==> src/rtl/core/bas_pkg.sv <==
// Shared types and constants for the bond angle spring force unit.
// Command and status structs between controller and datapath, stream widths.
// No dependencies.
package bas_pkg;

    localparam int IN_W   = 352;  // input tdata width
    localparam int OUT_W  = 384;  // output tdata width
    localparam int GRAD_W = 32;
    localparam int E_W    = 48;
    localparam int CNT_W  = 5;    // 32 steps for root and divide loops
    localparam logic [CNT_W-1:0] LAST_STEP = '1;
    localparam logic [1:0] LAST_IDX = 2'd2;

    typedef enum logic [4:0] {
        OP_NONE,
        OP_LOAD,
        OP_PREP,
        OP_SQ_MUL,
        OP_SQ_ACC,
        OP_RT_INIT,
        OP_RT_STEP,
        OP_UD_INIT,
        OP_DV_STEP,
        OP_UD_STORE,
        OP_DT_MUL,
        OP_DT_ACC,
        OP_COS,
        OP_PF_MUL,
        OP_PF,
        OP_W_MUL,
        OP_W,
        OP_G_MUL,
        OP_GD_INIT,
        OP_G_STORE,
        OP_VX,
        OP_E1_MUL,
        OP_E2_MUL,
        OP_E_STORE,
        OP_FIN
    } t_op;

    typedef struct packed {
        t_op        op;
        logic       arm;   // 0: arm A, 1: arm B
        logic [1:0] idx;   // x, y, z
    } t_cmd;

    typedef struct packed {
        logic len_zero;    // one of the arms has zero length
    } t_stat;

endpackage

==> src/rtl/core/bas_ctrl.sv <==
// Controller: one-hot sequencer that issues datapath commands, runs the stream
// handshakes and holds the energy enable register. Depends on bas_pkg.
module bas_ctrl (
    input  logic           i_clk,
    input  logic           i_rst_n,
    input  logic           i_s_valid,
    output logic           o_s_ready,
    output logic           o_m_valid,
    input  logic           i_m_ready,
    input  logic           i_cfg_we,
    input  logic           i_cfg_data,
    input  bas_pkg::t_stat i_stat,
    output bas_pkg::t_cmd  o_cmd
);

    typedef enum logic [25:0] {
        S_IDLE = 26'h0000001,
        S_PREP = 26'h0000002,
        S_SQM  = 26'h0000004,
        S_SQA  = 26'h0000008,
        S_RTI  = 26'h0000010,
        S_RTS  = 26'h0000020,
        S_CHK  = 26'h0000040,
        S_UDI  = 26'h0000080,
        S_DVS  = 26'h0000100,
        S_UDS  = 26'h0000200,
        S_DTM  = 26'h0000400,
        S_DTA  = 26'h0000800,
        S_COS  = 26'h0001000,
        S_PFM  = 26'h0002000,
        S_PF   = 26'h0004000,
        S_WM   = 26'h0008000,
        S_W    = 26'h0010000,
        S_GM   = 26'h0020000,
        S_GDI  = 26'h0040000,
        S_GDS  = 26'h0080000,
        S_GS   = 26'h0100000,
        S_VX   = 26'h0200000,
        S_EM1  = 26'h0400000,
        S_EM2  = 26'h0800000,
        S_ES   = 26'h1000000,
        S_FIN  = 26'h2000000
    } t_state;

    t_state r_state, n_state;
    logic r_arm, n_arm;
    logic [1:0] r_idx, n_idx;
    logic [bas_pkg::CNT_W-1:0] r_cnt, n_cnt;
    logic r_out_valid, n_out_valid;
    logic r_energy_en;

    always_comb begin
        n_state     = r_state;
        n_arm       = r_arm;
        n_idx       = r_idx;
        n_cnt       = r_cnt;
        n_out_valid = r_out_valid && !i_m_ready;
        o_cmd.op    = bas_pkg::OP_NONE;
        o_cmd.arm   = r_arm;
        o_cmd.idx   = r_idx;
        unique case (r_state)
            S_IDLE: begin
                if (i_s_valid) begin
                    o_cmd.op = bas_pkg::OP_LOAD;
                    n_state  = S_PREP;
                end
            end
            S_PREP: begin
                o_cmd.op = bas_pkg::OP_PREP;
                n_arm    = 1'b0;
                n_idx    = '0;
                n_state  = S_SQM;
            end
            S_SQM: begin
                o_cmd.op = bas_pkg::OP_SQ_MUL;
                n_state  = S_SQA;
            end
            S_SQA: begin
                o_cmd.op = bas_pkg::OP_SQ_ACC;
                if (r_idx == bas_pkg::LAST_IDX) begin
                    n_idx   = '0;
                    n_state = S_RTI;
                end else begin
                    n_idx   = r_idx + 2'd1;
                    n_state = S_SQM;
                end
            end
            S_RTI: begin
                o_cmd.op = bas_pkg::OP_RT_INIT;
                n_cnt    = '0;
                n_state  = S_RTS;
            end
            S_RTS: begin
                o_cmd.op = bas_pkg::OP_RT_STEP;
                n_cnt    = r_cnt + 1'b1;
                if (r_cnt == bas_pkg::LAST_STEP) begin
                    if (!r_arm) begin
                        n_arm   = 1'b1;
                        n_state = S_SQM;
                    end else begin
                        n_state = S_CHK;
                    end
                end
            end
            S_CHK: begin
                n_arm = 1'b0;
                n_idx = '0;
                n_state = i_stat.len_zero ? S_FIN : S_UDI;
            end
            S_UDI: begin
                o_cmd.op = bas_pkg::OP_UD_INIT;
                n_cnt    = '0;
                n_state  = S_DVS;
            end
            S_DVS: begin
                o_cmd.op = bas_pkg::OP_DV_STEP;
                n_cnt    = r_cnt + 1'b1;
                if (r_cnt == bas_pkg::LAST_STEP) n_state = S_UDS;
            end
            S_UDS: begin
                o_cmd.op = bas_pkg::OP_UD_STORE;
                n_state  = S_UDI;
                if (r_idx != bas_pkg::LAST_IDX) begin
                    n_idx = r_idx + 2'd1;
                end else begin
                    n_idx = '0;
                    n_arm = ~r_arm;
                    if (r_arm) n_state = S_DTM;
                end
            end
            S_DTM: begin
                o_cmd.op = bas_pkg::OP_DT_MUL;
                n_state  = S_DTA;
            end
            S_DTA: begin
                o_cmd.op = bas_pkg::OP_DT_ACC;
                if (r_idx == bas_pkg::LAST_IDX) begin
                    n_idx   = '0;
                    n_state = S_COS;
                end else begin
                    n_idx   = r_idx + 2'd1;
                    n_state = S_DTM;
                end
            end
            S_COS: begin
                o_cmd.op = bas_pkg::OP_COS;
                n_state  = S_PFM;
            end
            S_PFM: begin
                o_cmd.op = bas_pkg::OP_PF_MUL;
                n_state  = S_PF;
            end
            S_PF: begin
                o_cmd.op = bas_pkg::OP_PF;
                n_arm    = 1'b0;
                n_idx    = '0;
                n_state  = S_WM;
            end
            S_WM: begin
                o_cmd.op = bas_pkg::OP_W_MUL;
                n_state  = S_W;
            end
            S_W: begin
                o_cmd.op = bas_pkg::OP_W;
                n_state  = S_GM;
            end
            S_GM: begin
                o_cmd.op = bas_pkg::OP_G_MUL;
                n_state  = S_GDI;
            end
            S_GDI: begin
                o_cmd.op = bas_pkg::OP_GD_INIT;
                n_cnt    = '0;
                n_state  = S_GDS;
            end
            S_GDS: begin
                o_cmd.op = bas_pkg::OP_DV_STEP;
                n_cnt    = r_cnt + 1'b1;
                if (r_cnt == bas_pkg::LAST_STEP) n_state = S_GS;
            end
            S_GS: begin
                o_cmd.op = bas_pkg::OP_G_STORE;
                n_state  = S_WM;
                if (r_idx != bas_pkg::LAST_IDX) begin
                    n_idx = r_idx + 2'd1;
                end else begin
                    n_idx = '0;
                    n_arm = ~r_arm;
                    if (r_arm) n_state = S_VX;
                end
            end
            S_VX: begin
                o_cmd.op = bas_pkg::OP_VX;
                n_state  = r_energy_en ? S_EM1 : S_FIN;
            end
            S_EM1: begin
                o_cmd.op = bas_pkg::OP_E1_MUL;
                n_state  = S_EM2;
            end
            S_EM2: begin
                o_cmd.op = bas_pkg::OP_E2_MUL;
                n_state  = S_ES;
            end
            S_ES: begin
                o_cmd.op = bas_pkg::OP_E_STORE;
                n_state  = S_FIN;
            end
            S_FIN: begin
                // wait here only while the output register still holds an item
                if (!r_out_valid || i_m_ready) begin
                    o_cmd.op    = bas_pkg::OP_FIN;
                    n_out_valid = 1'b1;
                    n_state     = S_IDLE;
                end
            end
            default: begin
                n_state = S_IDLE;
            end
        endcase
    end

    always_ff @(posedge i_clk) begin
        if (!i_rst_n) begin
            r_state     <= S_IDLE;
            r_arm       <= 1'b0;
            r_idx       <= '0;
            r_cnt       <= '0;
            r_out_valid <= 1'b0;
            r_energy_en <= 1'b1;
        end else begin
            r_state     <= n_state;
            r_arm       <= n_arm;
            r_idx       <= n_idx;
            r_cnt       <= n_cnt;
            r_out_valid <= n_out_valid;
            if (i_cfg_we) r_energy_en <= i_cfg_data;
        end
    end

    assign o_s_ready = (r_state == S_IDLE);
    assign o_m_valid = r_out_valid;

endmodule

==> config.mk <==
export PLATFORM = sky130hd
export DESIGN_NAME = bas_ctrl
export DESIGN_NICKNAME = d
export VERILOG_FILES = /design/src/rtl/core/bas_pkg.sv /design/src/rtl/core/bas_ctrl.sv
export SDC_FILE = /design/constraint.sdc
export NUM_CORES = 1
export LEC_CHECK = 0
export ABC_CLOCK_PERIOD_IN_PS = 2400
export BUFFER_PORTS_ARGS = -buffer_cell sky130_fd_sc_hd__clkbuf_2
export CORE_ASPECT_RATIO = 0.9
export CORE_MARGIN = 2
export CORE_UTILIZATION = 50
export CTS_BUF_LIST = sky130_fd_sc_hd__clkbuf_4 sky130_fd_sc_hd__clkbuf_8 sky130_fd_sc_hd__clkbuf_16
export DETAILED_ROUTE_END_ITERATION = 6
export GPL_TIMING_DRIVEN = 0
export PLACE_DENSITY = 0.74
export SLEW_MARGIN = 20
export SYNTH_ARGS = -nofsm -noshare
export SYNTH_HDL_FRONTEND = slang
export SYNTH_SLANG_ARGS = --single-unit
export TNS_END_PERCENT = 10
==> constraint.sdc <==
create_clock -name i_clk -period 2.4 [get_ports i_clk]
set_input_delay 0.48 -clock i_clk [delete_from_list [all_inputs] [get_ports i_clk]]
set_output_delay 0.48 -clock i_clk [all_outputs]
set_load 0.02 [all_outputs]
==> impl_metrics.yaml <==
min_path:
  hold_class: "primary input to flip-flop"
  min_to: "r_energy_en"
  min_from: "i_cfg_data"
  hold_path_depth: 3
floorplan:
  num_rows: 23
  dieWidth_um: 75.0
  io_pins: 17
  core_um2: 4400
  dieArea_um2: 5090
  initial_core_util_pct: 51.5
  die_h_um: 67.9
critical_path:
  crit_path_max_incr_delay_ns: 0.35
  crit_type: "flip-flop to output port"
  end_kind: "output port"
  path_buf_inv: 3
  crit_fanout: 5
  worstPathCellList: "nor4_4 > buf_6 > nand4_4 > buf_8 > nor3_2 > nand4_1 > and4_1 > nand4_1 > clkbuf_8"
  start_kind: "flip-flop"
  reg2reg_to: "r_state[10]"
  cp_common_cell: "nand4_1"
  worstReg2RegStart: "r_state[19]"
  cpMaxStageDelayCell: "dfxtp_2"
  path_delay_family: "simple AND/OR/NAND/NOR gates"
  required_ns: 1.92
  crit_arrival_ns: 2.38
  ff2ff_path_depth: 10
  r2r_slack_ns: -0.35
grt:
  track_usage_pct: 31.2
  grtUsageMet1_pct: 41.3
  grt-busiest-layer: "met2"
  grt_antenna_before_repair: 0
  grt_max_degree: 11
  grt_first_pass_wirelength_mm: 11.7
  grt_util_met3_pct: 8.10
  grt_overflow_total: 0
  grt_pass1_vias: 2278
  global_route.usage.met2_pct: 48.6
power_and_ir_drop:
  intPower_uw: 1000
  switching_share_pct: 31.6
  p_clk_share_pct: 29.9
  p_leak_uw: 0.00126
  p_comb_share_pct: 28.0
  switching_power_uw: 462
  worst_ir_drop_vdd_mv: 0.358
  pwr-share-seq_pct: 42.1
  power_density_nw_per_um2: 445
flow_run:
  max_cap_viol_count: 0
sta:
  fin_skew_ns: 0.0202
  slew_viol_final: 0
  fmax_mhz: 349
  finalSetupViolations: 26
  fin_ws_ns: -0.464
  period_needed_ns: 2.86
  slew_headroom_pct: 64.1
  final.period_utilization_pct: 119
  hold_viol_final: 0
  rsz0062_at_grt: "yes"
  worst_pin_slew_ns: 0.533
logic_synthesis:
  syn_avg_cell_area_um2: 8.39
  yosysSeqAreaShare_pct: 31.8
  yosys.cell_types.count: 51
  ys_warn_count: 0
  synth_seq_cells: 36
  synth_cells: 270
  synth.net_count: 279
  async_flop_share_pct: 0
  synth_edf_count: 0
  synth.cell_area_um2: 2270
  synth_ff_type: "dfxtp_1"
clock_network:
  cts_tree: "done"
  cts_made_buffers: 5
  clk_latency_ns: 0.30
  cts_root_buffer: "clkbuf_8"
  cts.sinks: 36
  clk_path_buf_depth: 2
  cts.clk_slew.worst_paths_ns: 0.07
  htreeDepth: 2
placed_design:
  place.gp.congestion: 0.986
  dpl.hpwl_mm: 4.58
  place_area_um2: 2430
  io_buffers: 15
  dp.cells: 347
cells_and_area:
  finalNonFillerCells: 401
  area_growth_pct: 44.9
  fin_area_um2: 3280
  fin_nets: 348
  drive_above_1_share_pct: 42.8
  insertedDiodeCount: 0
status:
  violations: "negative setup slack"
  status: "complete, but fails checks"
route:
  viasPerCell: 6.72
  antenna_left: 0
  drc: 0
  drt_iter0_markers: 435
  wirelength_mm: 8.67
  drt_pass1_iterations: 6
  via_count: 2696
  wl_per_cell_um: 21.6
## cell families after synthesis
family | after synthesis | synth area share [%]
AND/OR/NAND/NOR | 164 | 47.9
AO/OA/AOI/OAI | 40 | 11.4
multiplexers | 2 | 0.884
adder cells (fa/ha/maj) | 2 | 1.10
XOR/XNOR | 5 | 1.93
buffers and inverters | 21 | 4.91
flip-flops | 36 | 31.8
## flip-flops by register name, indices dropped and copies added, names as in the netlist
| name | count |
|---|---|
| r_idx | 2 |
| r_arm | 1 |
| o_m_valid | 1 |
| r_cnt | 5 |
| r_state | 26 |
| r_energy_en | 1 |
## cells in the final DEF (no fill, tap or decap), types with 3 or more instances in the layout
cell and instances:
buf_4 49, dfxtp_1 21, nor2_1 20, nand2_1 14, nor4_4 12, nand4_1 12
clkbuf_2 11, dfxtp_2 10, nor4_1 9, nor3_1 9, o21ai_0 9, a21oi_1 9
clkbuf_8 9, nand3_1 8, nor4b_1 8, inv_1 7, nor4_2 7, nand3b_1 6
and3_1 6, nand2b_1 6, nor2b_1 6, nand4b_1 5, a21boi_0 5, dfxtp_4 5
nor2_4 4, nor3_2 4, and4_1 4, buf_12 3, or2_2 3, xor2_1 3
or3_1 3, clkbuf_4 3, buf_6 3
## worst max-delay path by stage
stage                 from       end  slack (ns)  cells past startpoint
2_1_floorplan  r_state[16]  o_cmd[3]       0.004                      7
3_3_place_gp   r_state[16]  o_cmd[3]       -0.47                      8
3_5_place_dp   r_state[13]  o_cmd[4]       -0.47                      7
4_1_cts        r_state[17]  o_cmd[3]       -0.26                      8
5_1_grt        r_state[19]  o_cmd[3]       -0.54                      8
6_report        r_state[3]  o_cmd[3]       -0.46                      9
## worst reg2reg max path, cell delays in order, from the launching register on
cell and delay, ns:
dfxtp_4 0.37, nor4_4 0.40, buf_6 0.20, nand4_1 0.22
buf_4 0.25, nor4_2 0.32, or2_1 0.22, or3b_1 0.13
buf_4 0.18, buf_4 0.23, a21oi_1 0.10
## synth_stat cells, types with 2 or more instances
cell      instances  area share (%)
xor2_1            3             1.2
buf_2             2            0.44
buf_6             2            0.99
nand4_1          12             3.3
nand2b_1          6             1.7
or3_1             3            0.83
nor3_1           14             3.1
o21a_1            2            0.66
dfxtp_1          36              32
nor4_4            5             4.7
clkbuf_1          6            0.99
nand4b_1          5             1.9
or3b_1            2            0.77
mux2i_1           2            0.88
ha_1              2             1.1
o211ai_1          2            0.66
nor4_2            4             2.2
nor2_1           26             4.3
nand3_1          10             2.2
a22oi_1           2            0.66
a21oi_1          10             2.2
nor4b_1           9             3.5
a21boi_0          5             1.7
nand4_2           2             1.1
nor2b_1           6             1.7
nor4_1           19             5.2
or2_2             4             1.1
nand2_1          15             2.5
nand3b_1          6             2.0
and3_1            6             1.7
xnor2_1           2            0.77
and4_1            4             1.5
o21ai_0           9             2.0
buf_4             4             1.3
inv_1             7             1.2
## cell type report
cell class | count | area, um^2
buffer | 10 | 118
timing repair buffer | 66 | 517
tap | 62 | 77.6
clock buffer | 6 | 76.3
inverter | 7 | 26.3
multi-input combinational | 213 | 1710
clock inverter | 1 | 5.00
fill | 299 | 1120
sequential | 36 | 752
## per-layer routing
| layer | up-vias | share of wire (%) | routed length (um) |
|---|---|---|---|
| met2 | 210 | 45 | 3880 |
| met1 | 1265 | 38 | 3320 |
| met3 | 59 | 11 | 992 |
| met4 | 0 | 5.5 | 474 |
| met5 | - | 0 | 0 |
| li1 | 1162 | - | - |
## power by group through the flow
stage	clock (uW)	sequential (uW)	combinational, uW
global placement	0	631	204
finish	437	616	409
detailed placement	0	631	204
global route	464	617	420
floorplan	0	629	151
CTS	426	618	329
## per-stage QoR
step	utilization, %	setup TNS (ns)	setup WS [ns]	hold WS (ns)	power [uW]
2_1_floorplan	-	0	0.00408	0.459	780
3_3_place_gp	55.2	-6.52	-0.470	0.481	835
3_5_place_dp	55.2	-6.20	-0.471	0.487	835
4_1_cts	70.1	-3.12	-0.260	0.404	1370
5_1_grt	74.6	-6.38	-0.538	0.438	1500
6_report	74.6	-5.37	-0.464	0.405	1460
## what timing repair did
item | CTS | global route
pin swaps | 23 | 22
hold buffers | 0 | 0
endpoints found under the setup margin | 26 | 32
gates cloned | 2 | 0
setup buffers | 41 | 10
gates resized for setup | 58 | 38
(Power assumes the default switching activity.)
